File: config.mk
export PLATFORM = sky130hd
export DESIGN_NAME = lru_change_cache_unit
export DESIGN_NICKNAME = d
export VERILOG_FILES = /design/src/rtl/lcc_pkg.sv /design/src/rtl/lcc_cell.sv /design/src/rtl/lcc_ctrl.sv /design/src/rtl/lru_change_cache_unit.sv
export SDC_FILE = /design/constraint.sdc
export NUM_CORES = 1
export LEC_CHECK = 0
export BUFFER_PORTS_ARGS = -buffer_cell sky130_fd_sc_hd__buf_2
export CAP_MARGIN = 5
export CORE_MARGIN = 2
export CORE_UTILIZATION = 55
export CTS_CLUSTER_DIAMETER = 50
export CTS_CLUSTER_SIZE = 28
export DETAILED_ROUTE_END_ITERATION = 7
export MAX_ROUTING_LAYER = met4
export PLACE_DENSITY = 0.84
export SYNTH_ARGS = -nofsm -noshare
export SYNTH_HDL_FRONTEND = slang
export SYNTH_SLANG_ARGS = --single-unit
File: constraint.sdc
create_clock -name clk -period 8.3 [get_ports clk]
set_input_delay 0.83 -clock clk [delete_from_list [all_inputs] [get_ports clk]]
set_output_delay 0.83 -clock clk [all_outputs]
set_load 0.01 [all_outputs]
File: src/rtl/lcc_pkg.sv
// Shared types and constants for the recency-ordered cell cache.
// No dependencies; imported by every module of the block.
`default_nettype none
package lcc_pkg;

  localparam int ADDR_W = 16;
  localparam int DATA_W = 32;

  localparam int ENTRIES_DEF   = 16;
  localparam int ADDR_BITS_DEF = 16;
  localparam int DATA_BITS_DEF = 32;

  localparam logic OP_READ  = 1'b0;
  localparam logic OP_WRITE = 1'b1;

  typedef enum logic {
    ST_IDLE,
    ST_BUSY
  } state_t;

  typedef struct packed {
    logic match;
    logic repl;
    logic dirty;
  } cell_stat_t;

endpackage
`default_nettype wire

File: src/rtl/lcc_cell.sv
// One cache slot of the recency row: holds key, value, valid and dirty.
// Depends on lcc_pkg; loads its lower neighbor's contents on a shift.
`default_nettype none
module lcc_cell #(
  parameter int ADDR_BITS = 16,
  parameter int DATA_BITS = 32
) (
  input  wire logic                   clk,
  input  wire logic                   rst,
  input  wire logic                   load,
  input  wire logic                   prev_valid,
  input  wire logic                   prev_dirty,
  input  wire logic [ADDR_BITS-1:0]   prev_key,
  input  wire logic [DATA_BITS-1:0]   prev_value,
  input  wire logic [ADDR_BITS-1:0]   probe_key,
  output logic                        valid,
  output logic                        dirty,
  output logic [ADDR_BITS-1:0]        key,
  output logic [DATA_BITS-1:0]        value,
  output lcc_pkg::cell_stat_t         stat
);
  import lcc_pkg::*;

  always_ff @(posedge clk) begin
    if (rst) begin
      valid <= 1'b0;
      dirty <= 1'b0;
    end else if (load) begin
      valid <= prev_valid;
      dirty <= prev_dirty;
    end
  end

  always_ff @(posedge clk) begin
    if (load) begin
      key   <= prev_key;
      value <= prev_value;
    end
  end

  always_comb begin
    stat.match = valid && (key == probe_key);
    stat.repl  = !valid || !dirty;
    stat.dirty = dirty;
  end

endmodule
`default_nettype wire

File: src/rtl/lcc_ctrl.sv
// Sequencer of the cell row: latches the word and the compare results,
// then picks hit or victim, drives the shift enables and the result.
// Depends on lcc_pkg.
`default_nettype none
module lcc_ctrl #(
  parameter int ENTRIES   = 16,
  parameter int ADDR_BITS = 16,
  parameter int DATA_BITS = 32
) (
  input  wire logic                                clk,
  input  wire logic                                rst,
  input  wire logic                                start,
  input  wire logic                                opcode,
  input  wire logic [ADDR_BITS-1:0]                key_in,
  input  wire logic [DATA_BITS-1:0]                wdata_in,
  input  wire logic [DATA_BITS-1:0]                bdata_in,
  input  wire lcc_pkg::cell_stat_t [ENTRIES-1:0]   stat,
  input  wire logic [ENTRIES-1:0][DATA_BITS-1:0]   values,
  output logic                                     busy,
  output logic [ENTRIES-1:0]                       load,
  output logic [ADDR_BITS-1:0]                     new_key,
  output logic [DATA_BITS-1:0]                     new_value,
  output logic                                     new_dirty,
  output logic                                     done,
  output logic [DATA_BITS-1:0]                     rd,
  output logic                                     hit_q,
  output logic                                     chg_q,
  output logic                                     status_q
);
  import lcc_pkg::*;

  localparam int LOG_E = $clog2(ENTRIES);

  state_t                 state, state_next;
  logic                   halted, halted_next;
  logic                   op_q;
  logic [ADDR_BITS-1:0]   key_q;
  logic [DATA_BITS-1:0]   wdata_q, bdata_q;
  logic [ENTRIES-1:0]     match_q, repl_q;

  logic                   any_hit, any_repl, hit_dirty, is_write, move;
  logic [DATA_BITS-1:0]   hit_val;
  logic [ENTRIES-1:0]     sel_src, sfx;
  logic                   done_next, hit_next, chg_next, status_next;
  logic [DATA_BITS-1:0]   rd_next;

  assign busy     = (state == ST_BUSY);
  assign is_write = (op_q == OP_WRITE);
  assign any_hit  = |match_q;
  assign any_repl = |repl_q;
  assign new_key  = key_q;

  always_comb begin
    hit_val   = '0;
    hit_dirty = 1'b0;
    for (int i = 0; i < ENTRIES; i++) begin
      hit_val   = hit_val | (values[i] & {DATA_BITS{match_q[i]}});
      hit_dirty = hit_dirty | (match_q[i] & stat[i].dirty);
    end
  end

  // bit i set when some selected position at or behind i exists
  always_comb begin
    sel_src = any_hit ? match_q : repl_q;
    sfx     = sel_src;
    for (int k = 0; k < LOG_E; k++) begin
      sfx = sfx | (sfx >> (1 << k));
    end
  end

  always_ff @(posedge clk) begin
    if (rst) begin
      state  <= ST_IDLE;
      halted <= 1'b0;
      done   <= 1'b0;
    end else begin
      state  <= state_next;
      halted <= halted_next;
      done   <= done_next;
    end
  end

  always_ff @(posedge clk) begin
    if (start && !busy) begin
      op_q    <= opcode;
      key_q   <= key_in;
      wdata_q <= wdata_in;
      bdata_q <= bdata_in;
      for (int i = 0; i < ENTRIES; i++) begin
        match_q[i] <= stat[i].match;
        repl_q[i]  <= stat[i].repl;
      end
    end
    if (done_next) begin
      rd       <= rd_next;
      hit_q    <= hit_next;
      chg_q    <= chg_next;
      status_q <= status_next;
    end
  end

  always_comb begin
    state_next  = state;
    halted_next = halted;
    done_next   = 1'b0;
    move        = 1'b0;
    new_value   = hit_val;
    new_dirty   = hit_dirty;
    rd_next     = '0;
    hit_next    = 1'b0;
    chg_next    = 1'b0;
    status_next = 1'b1;
    unique case (state)
      ST_IDLE: begin
        if (start) begin
          state_next = ST_BUSY;
        end
      end
      ST_BUSY: begin
        state_next = ST_IDLE;
        done_next  = 1'b1;
        priority if (halted) begin
          status_next = 1'b1;
        end else if (any_hit) begin
          move = 1'b1;
          if (is_write && (hit_val != wdata_q)) begin
            new_value = wdata_q;
            new_dirty = 1'b1;
          end
          rd_next     = new_value;
          hit_next    = 1'b1;
          chg_next    = new_dirty;
          status_next = 1'b0;
        end else if (!any_repl) begin
          halted_next = 1'b1;
          status_next = 1'b1;
        end else if (is_write && (wdata_q == bdata_q)) begin
          rd_next     = wdata_q;
          status_next = 1'b0;
        end else begin
          move        = 1'b1;
          new_value   = is_write ? wdata_q : bdata_q;
          new_dirty   = is_write;
          rd_next     = new_value;
          chg_next    = new_dirty;
          status_next = 1'b0;
        end
      end
      default: begin
        state_next = ST_IDLE;
      end
    endcase
    load = move ? sfx : '0;
  end

endmodule
`default_nettype wire

File: src/rtl/lru_change_cache_unit.sv
// A start taken in idle moves the sequencer to busy; the result strobe is registered out of busy.
// A new word is not taken while busy; the compare across the cell row is
// registered when the word is taken, the shift toward the front runs next cycle.
// Reset: all cells empty, sequencer idle, result outputs not cleared; no clearing pass, ready at once.
// The receiver cannot stall: each result is strobed by done for one cycle only.
// Top level of the cell cache; depends on lcc_pkg, lcc_cell, lcc_ctrl.
`default_nettype none
module lru_change_cache_unit #(
  parameter int ENTRIES   = lcc_pkg::ENTRIES_DEF,
  parameter int ADDR_BITS = lcc_pkg::ADDR_BITS_DEF,
  parameter int DATA_BITS = lcc_pkg::DATA_BITS_DEF
) (
  input  wire logic                                clk,
  input  wire logic                                rst,
  input  wire logic                                start,
  output logic                                     busy,
  input  wire logic                                opcode,
  input  wire logic [lcc_pkg::ADDR_W-1:0]          address,
  input  wire logic signed [lcc_pkg::DATA_W-1:0]   write_data,
  input  wire logic signed [lcc_pkg::DATA_W-1:0]   backing_data,
  output logic                                     done,
  output logic signed [lcc_pkg::DATA_W-1:0]        read_data,
  output logic                                     hit,
  output logic                                     entry_changed,
  output logic                                     status
);
  import lcc_pkg::*;

  logic [ADDR_BITS+ADDR_W-1:0]          addr_ext;
  logic [DATA_BITS+DATA_W-1:0]          wdata_ext, bdata_ext;
  logic [DATA_W+DATA_BITS-1:0]          rd_ext;
  logic [ADDR_BITS-1:0]                 key_in;
  logic [DATA_BITS-1:0]                 wdata_in, bdata_in, rd;

  logic [ENTRIES:0]                     chain_valid, chain_dirty;
  logic [ENTRIES:0][ADDR_BITS-1:0]      chain_key;
  logic [ENTRIES:0][DATA_BITS-1:0]      chain_value;
  cell_stat_t [ENTRIES-1:0]             stat;
  logic [ENTRIES-1:0]                   load;

  assign addr_ext  = {{ADDR_BITS{1'b0}}, address};
  assign wdata_ext = {{DATA_BITS{1'b0}}, write_data};
  assign bdata_ext = {{DATA_BITS{1'b0}}, backing_data};
  assign key_in    = addr_ext[ADDR_BITS-1:0];
  assign wdata_in  = wdata_ext[DATA_BITS-1:0];
  assign bdata_in  = bdata_ext[DATA_BITS-1:0];
  assign rd_ext    = {{DATA_W{1'b0}}, rd};
  assign read_data = rd_ext[DATA_W-1:0];

  assign chain_valid[0] = 1'b1;

  for (genvar i = 0; i < ENTRIES; i++) begin : g_cell
    lcc_cell #(
      .ADDR_BITS (ADDR_BITS),
      .DATA_BITS (DATA_BITS)
    ) u_cell (
      .clk        (clk),
      .rst        (rst),
      .load       (load[i]),
      .prev_valid (chain_valid[i]),
      .prev_dirty (chain_dirty[i]),
      .prev_key   (chain_key[i]),
      .prev_value (chain_value[i]),
      .probe_key  (key_in),
      .valid      (chain_valid[i+1]),
      .dirty      (chain_dirty[i+1]),
      .key        (chain_key[i+1]),
      .value      (chain_value[i+1]),
      .stat       (stat[i])
    );
  end

  lcc_ctrl #(
    .ENTRIES   (ENTRIES),
    .ADDR_BITS (ADDR_BITS),
    .DATA_BITS (DATA_BITS)
  ) u_ctrl (
    .clk       (clk),
    .rst       (rst),
    .start     (start),
    .opcode    (opcode),
    .key_in    (key_in),
    .wdata_in  (wdata_in),
    .bdata_in  (bdata_in),
    .stat      (stat),
    .values    (chain_value[ENTRIES:1]),
    .busy      (busy),
    .load      (load),
    .new_key   (chain_key[0]),
    .new_value (chain_value[0]),
    .new_dirty (chain_dirty[0]),
    .done      (done),
    .rd        (rd),
    .hit_q     (hit),
    .chg_q     (entry_changed),
    .status_q  (status)
  );

endmodule
`default_nettype wire

Yosys cells after proc, flatten, opt, wreduce, memory -nomap -nowiden
Cells that the tools add are included.
- bitwise gates (word level): 67
- muxes and demuxes: 33
- equality and inequality tests: 18
- div/mod/pow operators: 0
- reduce and logical (&&, ||, !) cells: 71
- shift-type cells: 0
- multiply operators: 0
- order comparisons: 0
- add/subtract/negate cells: 0
- operators by type and width (cell ; count):
    32-bit AND ; 16
    32-bit bitwise OR ; 15
    32-bit two-way mux ; 10
    16-bit equality test ; 16
    1-bit logical NOT ; 33
    32-bit equality test ; 1
    16-bit two-way mux ; 2
    32-bit inequality test ; 1
    16-bit OR reduction ; 2
    1-bit two-way mux ; 20
    1-bit logical AND ; 19
    1-bit AND ; 16
    1-bit logical OR ; 16
    16-bit by 12-bit bitwise OR with 16-bit output ; 1
    16-bit by 14-bit bitwise OR with 16-bit output ; 1
    16-bit by 15-bit bitwise OR with 16-bit output ; 1
    16-bit by 8-bit bitwise OR with 16-bit output ; 1
    1-bit bitwise OR ; 15
    1-bit one-hot mux with 2 select lines ; 1
    2-bit OR reduction ; 1
    1-bit NOT ; 1
- bits in writable memories: 0
- memories: 0
- bits in registers: 951
- memory bits (read-only): 0
- latch bits: 0

Longest topological paths before layout
Gate-level depths: netlist of the first run.
- depth after elaboration: 22
- mapped depth: 12

Cells and area by module
Synthesis of the first run repeated with hierarchy kept, for this count alone.
- cell total of the unflattened synthesis: 2337
- area total of the unflattened synthesis: 38670.8 µm²
- by module, submodules not included (module ; cells each ; area each (µm²) ; seq. area each (µm²) ; instances):
    lcc_cell ; 78 ; 1701.6 ; 1481.4 ; 16
    lcc_ctrl ; 1088 ; 11441.0 ; 4504.3 ; 1
    lru_change_cache_unit ; 1 ; 3.8 ; 0.0 ; 1

Least setup slack after synthesis of the first run
OpenSTA, ideal clock, no wires.
- path kind: register to register
- from: register u_ctrl.state, in the netlist u_ctrl.busy
- to: register u_ctrl.bdata_q[0] (enable)
- setup time: 598 ps
- path buffers: 0
- setup slack: 1796 ps
- data required time: 7702 ps
- data arrival time: 5906 ps
- cell stages (with the launch flop): 2
- period minus slack after synthesis: 6504 ps
- cell sequence: dfxtp_1 > nor2b_1
- cells in the longest elaborated chain, start to end: 2
- RTL lines (what ; RTL line ; text):
    start, declared ; lcc_ctrl.sv:34 ; state_t state, state_next;
    start signal, assigned ; lcc_ctrl.sv:77 ; state <= state_next;
    1-bit logical NOT ; lcc_ctrl.sv:84 ; if (start && !busy) begin
    1-bit logical AND ; lcc_ctrl.sv:84 ;
    end signal, assigned ; lcc_ctrl.sv:88 ; bdata_q <= bdata_in;
    end, declared ; lcc_ctrl.sv:38 ; logic [DATA_BITS-1:0] wdata_q, bdata_q;
No other way between the ends.
A chain may end at the register's enable or synchronous reset.

Worst setup path after layout of the first run
- from: register u_ctrl.match_q[14]
- to: register g_cell[7].u_cell.value[1] (enable)
- cells in the longest elaborated chain, start to end: 7
- RTL lines (what ; RTL line ; text):
    start, declared ; lcc_ctrl.sv:39 ; logic [ENTRIES-1:0] match_q, repl_q;
    start signal, assigned by index ; lcc_ctrl.sv:90 ; match_q[i] <= stat[i].match;
    16-bit OR reduction ; lcc_ctrl.sv:49 ; assign any_hit = |match_q;
    16-bit two-way mux ; lcc_ctrl.sv:64 ; sel_src = any_hit ? match_q : repl_q;
    16-bit by 15-bit bitwise OR with 16-bit output ; lcc_ctrl.sv:67 ; sfx = sfx | (sfx >> (1 << k));
    16-bit by 14-bit bitwise OR with 16-bit output ; lcc_ctrl.sv:67 ;
    16-bit by 12-bit bitwise OR with 16-bit output ; lcc_ctrl.sv:67 ;
    16-bit by 8-bit bitwise OR with 16-bit output ; lcc_ctrl.sv:67 ;
    16-bit two-way mux * ; lcc_ctrl.sv:153 ; load = move ? sfx : '0;
    named net g_cell[7].u_cell.load ; lcc_cell.sv:10 ; input wire logic load,
    end signal, assigned ; lcc_cell.sv:37 ; value <= prev_value;
    end, declared ; lcc_cell.sv:19 ; output logic [DATA_BITS-1:0] value,
Mark *: on every way through the listed nets, which the timed path passes. The rest lies on a longest branch.

==> run metrics, run 1 <==
Pre-antenna DRT Iters=8; switch share=23.8%; row cnt=95; largest cells by area after synthesis=edfxtp_1, xnor2_1, a22o_1; vias in the first global route=22100; Final setup viols=0; clock transition at the registers of the reported paths=0.10 ns; minimum clock period=5.22 ns; die area=70200 µm²; slowest stage cell, crit path=edfxtp_1; Critical Path Source Type=register; Worst-Skew Late Latency=0.65 ns; vias post-DR=21700; critical path cell sequence=buf_4 > nor4_1 > and4_1 > o21ai_1 > nand2b_1 > nand2_1 > a31oi_4 > buf_4; TNS Setup=0 ns; # hold bufs at CTS=0; Synth Instances=2160; post-synth top area cell=edfxtp_1; Cell Pwr Density=224 nW/µm²; Cell Count Post-Placement=3065; Residual DRC=0; Post-CTS Setup Inserts=0; Top delay family on crit path=simple AND/OR/NAND/NOR gates; area grow syn2layout=8.29%; Worst-Margin Slew=1.24 ns; Fin. Hold Viols=0; core area=67300 µm²; first-pass GRT wire length=139000 µm; crit path capture type=register; Root Driver=clkbuf_16; Yosys reg bits=951; status=finished, final reports clean; Crit Path Class=register to register; die height=265 µm; fin. max-slew vios=0; GRT overflow=0; GRT Util Overall=27.4%; Synth cell types=47; Req. time, crit path=8.54 ns; post-route clock period utilization=62.9%; IO Count=121; Post-Place Cell Area=38800 µm²; Post-synth ARST share=0%; Avg Cell Area, Syn=17.4 µm²; synthesized area=37500 µm²; maxcap violations=0; initial antenna violation count=3; Placer Congestion=0.930; post-synthesis sequential area ratio=75.3%; CP peak stage delay=1.03 ns; ANT nets after route=0; Fmax=0.192 GHz; worst min path class=primary input to register; Synth Flop Type=edfxtp_1; Avg WL per Cell=30.0 µm; non-filler instance count after layout=3159; total chip power=0.00910 W; critical path fanouts, max=32; vias per cell=6.87; Worst Path Arrival=5.46 ns; Starting DRT DRC Count=2905; Initial Utilization=55.7%; share of cells above drive strength 1=12.8%; Logic pwr share=6.3%; Finished Cell Area=40600 µm²; CTS tree=done; Reg power frac=61.3%; Die Width=265 µm; Psw=0.00217 W; Worst VDD drop=0.233 mV; post-CTS sizing=0; cell repeated most along the worst path=buf_4; cts bufs inserted=51; routed wire length=94800 µm; internal power=0.00693 W; Final #Nets=2329; clock share of power=32.3%; skew final=0.0382 ns; IO Port Bufs=120; H-tree depth=2; leakage power total=12.9 nW; clk buf depth=3; Buf+Inv Stages, Crit Path=2; Num Clock Sinks=951; largest net degree at the start of global routing=81; number of synthesized flops with an enable pin=916; RSZ-0062 raised after global routing=false; Worst slew margin=16.2%; post-DP HPWL=58000 µm; post-synth top area share=73.4%; Syn Nets=2244; Synthesis Warnings=0
layout make-up:
cell class,instances,area (µm²)
tap,873,1090
antenna,4,10.0
clock buffer,53,1280
clock inverter,37,483
timing repair buffer,160,901
sequential,951,28200
multi-input combinational,1072,8580
fill,4554,26700
inverter,9,33.8
metal layers:
metal | track usage, % | part of all wire, % | vias to the layer above
met5 | - | 0 | -
met4 | 11.8 | 4.9 | 0
met3 | 7.69 | 14 | 382
met2 | 43.9 | 48 | 1848
met1 | 32.9 | 34 | 10600
li1 | - | - | 8826
final timing paths:
kind	slack [ns]	depth (start not counted)	start	endpoint
worst max-delay path	3.08	8	u_ctrl.match_q[14]	g_cell[7].u_cell.value[1]
worst min-delay path	0.37	1	backing_data[24]	u_ctrl.bdata_q[24]
worst max register to register	3.08	8	u_ctrl.match_q[14]	g_cell[7].u_cell.value[1]
worst min register to register	0.43	0	u_ctrl.new_key[4]	g_cell[0].u_cell.key[4]
metrics by stage:
| stage | setup WS [ns] | hold slack [ns] | utilization (%) |
|---|---|---|---|
| global placement | 3.56 | 0.403 | 57.7 |
| CTS | 3.29 | 0.351 | 60.3 |
| global route | 2.98 | 0.358 | 60.3 |
| finish | 3.08 | 0.366 | 60.3 |
| floorplan | 1.80 | 0.400 | - |
| detailed placement | 3.33 | 0.406 | 57.7 |
sequential cells by signal, summed over array words and instances, names as in the netlist:
signal               count
u_ctrl.hit_q             1
u_ctrl.new_key          16
u_ctrl.rd               32
u_ctrl.busy              1
u_ctrl.status_q          1
u_ctrl.repl_q           16
u_ctrl.wdata_q          32
u_ctrl.match_q          16
g_cell.u_cell.valid     16
u_ctrl.chg_q             1
g_cell.u_cell.value    512
u_ctrl.done              1
u_ctrl.bdata_q          32
g_cell.u_cell.key      256
u_ctrl.is_write          1
g_cell.u_cell.dirty     16
u_ctrl.halted            1
synthesized netlist by cell type (2+ instances only):
library cell and number:
a21o_1 5, a21oi_1 51, a221o_1 32, a221oi_1 116, a221oi_2 13, a22o_1 129, a22oi_1 6, a31oi_1 3
buf_1 13, buf_12 3, buf_2 31, buf_4 3, buf_6 26, clkbuf_1 52, dfxtp_1 35, edfxtp_1 916
inv_1 9, mux2i_1 88, nand2_1 50, nand2b_1 4, nand3_1 2, nand4_1 90, nand4_2 2, nor2_1 45
nor2b_1 4, nor3_1 4, nor4_1 40, nor4_2 7, o21ai_0 8, o21ai_1 3, o22ai_1 32, o311ai_0 2
or3_1 3, or4_1 2, xnor2_1 224, xor2_1 96
cell usage in the layout, fill, tap and decap left out, types with 34 or more instances in the layout:
cell | netlist | routed
a21oi_1 | 51 | 50
a221oi_1 | 116 | 116
a22o_1 | 129 | 129
buf_2 | 31 | 120
buf_4 | 3 | 40
clkbuf_16 | 0 | 51
dfxtp_1 | 35 | 34
edfxtp_1 | 916 | 916
mux2i_1 | 88 | 88
nand2_1 | 50 | 50
nand4_1 | 90 | 90
nor2_1 | 45 | 39
nor4_1 | 40 | 40
xnor2_1 | 224 | 224
xor2_1 | 96 | 96
logic make-up after synthesis:
logic type	after synthesis	share of synthesized area, %
buffers and inverters	137	2.16
XOR/XNOR	320	7.48
AO/OA/AOI/OAI	405	8.91
AND/OR/NAND/NOR	259	3.84
multiplexers	88	2.35
flip-flops	951	75.3
power groups by stage:
stage	Clock [W]	Combinational [W]	Sequential, W
finish	0.00294	0.000576	0.00558
floorplan	0	0.000378	0.00565
global placement	0	0.000540	0.00567
CTS	0.00294	0.000564	0.00558
global route	0.00308	0.000601	0.00560
detailed placement	0	0.000559	0.00568
(Power assumes the default switching activity.)
==> run 2, diff against run 1 <==
- PLACE_DENSITY: 0.84 -> 0.87
- clock period: 8.3 -> 4.38 ns (I/O delays scaled with it)
==> run 2 against run 1 <==
  * Power is 92% higher
  * Clock skew is 0.0083 ns lower
  * Global-route usage is 1.1 points higher
  * Highest routed layer unchanged
==> run metrics, run 2 (synthesis results as in run 1) <==
Crit Path Class=register to register; vias per cell=6.83; leakage power total=13.5 nW; Worst Path Arrival=4.42 ns; status=finished, final reports clean; Worst slew margin=29.1%; first-pass GRT wire length=144000 µm; DP Worst Slack=0.536 ns; RSZ-0062 raised after global routing=false; clock transition at the registers of the reported paths=0.10 ns; share of cells above drive strength 1=14.2%; Placer Congestion=0.955; crit path capture type=register; Post-CTS Setup Inserts=0; critical path cell sequence=buf_4 > a22o_1 > a221oi_1 > nand4_1 > xor2_1 > nor4_2 > nand4_2 > o21ai_4 > buf_12 > mux2i_1 > o22ai_1; GRT Util Overall=28.5%; biggest regs=g_cell.u_cell.value: 512 flops, g_cell.u_cell.key: 256 flops; worst min path class=primary input to register; Post-Place Cell Area=39500 µm²; Fmax=0.246 GHz; Final setup viols=0; die height=265 µm; GRT overflow=0; slowest stage cell, crit path=edfxtp_1; Top reg by flops=g_cell.u_cell.value; Finished Cell Area=42000 µm²; Critical Path Source Type=register; post-route clock period utilization=92.9%; Inserted Diodes=0; largest net degree at the start of global routing=51; minimum clock period=4.07 ns; CP peak stage delay=0.82 ns; Fill cells=4402; Fin. Hold Viols=0; vias post-DR=22300; row cnt=95; vias in the first global route=23100; Reg2Reg Depth=11; Worst Slack Setup Final=0.309 ns; Worst VDD drop=0.458 mV; Pre-antenna DRT Iters=8; Final #Nets=2441; skew final=0.0299 ns; Req. time, crit path=4.73 ns; Core Util, Final=62.4%; IO Count=121; routed wire length=98000 µm; Fin Hold WS=0.336 ns; Die Width=265 µm; Root Driver=clkbuf_16; Residual DRC=0; Num Clock Sinks=951; commonest non-fill, non-tap cell in the layout=edfxtp_1; clk buf depth=3; cts bufs inserted=50; Cell Pwr Density=418 nW/µm²; maxcap violations=0; Worst-Margin Slew=1.06 ns; commonest non-fill, non-tap cells in the layout=edfxtp_1, xnor2_1, a22o_1; CTS tree=done; core area=67300 µm²; area grow syn2layout=12.0%; ANT nets after route=0; Avg WL per Cell=30.0 µm; IO Port Bufs=120; die area=70200 µm²; max FFs per register=512; R2R setup slack=0.31 ns; initial antenna violation count=0; Starting DRT DRC Count=3398; fin. max-slew vios=0; critical path fanouts, max=19; Hold Crit Depth=1; Initial Utilization=55.7%; post-DP HPWL=60900 µm; H-tree depth=2; Worst-Skew Late Latency=0.64 ns
run 2: changes by cell type in the layout (fill, tap and decap cells not counted), sizes merged:
cell | previous run | this run
dlygate4sd3 | 0 | 65
diode | 4 | 0
clkinvlp | 5 | 4
inv | 25 | 27
clkinv | 14 | 9
bufinv | 2 | 3
clkbuf | 53 | 58
buf | 160 | 208
run 2: layout make-up:
class                           count  area, µm²  share of cell area, %
Timing Repair Buffer              273       2250                   5.36
Sequential cell                   951      28200                   67.2
Clock inverter                     34        459                   1.09
Multi-Input combinational cell   1072       8580                   20.4
Tap cell                          873       1090                   2.60
Clock buffer                       58       1350                   3.21
Inverter                            9       33.8                 0.0805
run 2: through the flow:
stage / setup TNS, ns / std cells / total power, W
2_1_floorplan: -127.01 / 2160 / 0.0114
3_3_place_gp: 0 / 3113 / 0.0118
3_5_place_dp: 0 / 3113 / 0.0119
4_1_cts: 0 / 3270 / 0.0174
5_1_grt: 0 / 3270 / 0.0178
6_report: 0 / 3270 / 0.0175
run 2: critical path: cells and delay by family, from the launching register on:
kind                      cells  cell delay, ns
xor gates and xnor gates      1            0.30
DFF                           1            0.82
AOI/OAI and AO/OA             4            0.85
muxes                         1            0.30
buffers and inverters         2            0.55
and+or+nand+nor               3            0.93
run 2: path summary, 6_finish.rpt:
path                      startpoint                  endpoint
setup reg to reg  u_ctrl.match_q[13]             u_ctrl.rd[16]
hold / removal            address[5]         u_ctrl.new_key[5]
setup / recovery  u_ctrl.match_q[13]             u_ctrl.rd[16]
hold reg to reg   u_ctrl.new_key[10]  g_cell[0].u_cell.key[10]
run 2: report_power, final:
part / leakage [nW] / switching, W / internal (W)
logic: 3.94 / 0.000760 / 0.000461
registers: 8.72 / 0.000252 / 0.0103
clock network: 0.866 / 0.00316 / 0.00256
total: 13.5 / 0.00417 / 0.0133
run 2: layer usage:
metal / share of wire, % / global-route usage [%] / vias up
met1: 33 / 34.4 / 11000
li1: - / - / 9049
met3: 14 / 8.37 / 382
met5: 0 / - / -
met2: 48 / 45.4 / 1909
met4: 5.1 / 11.8 / 0
run 2: what timing repair did:
item,CTS,global route
resized for setup,0,0
hold buffers,65,0
hold endpoints to repair,65,0
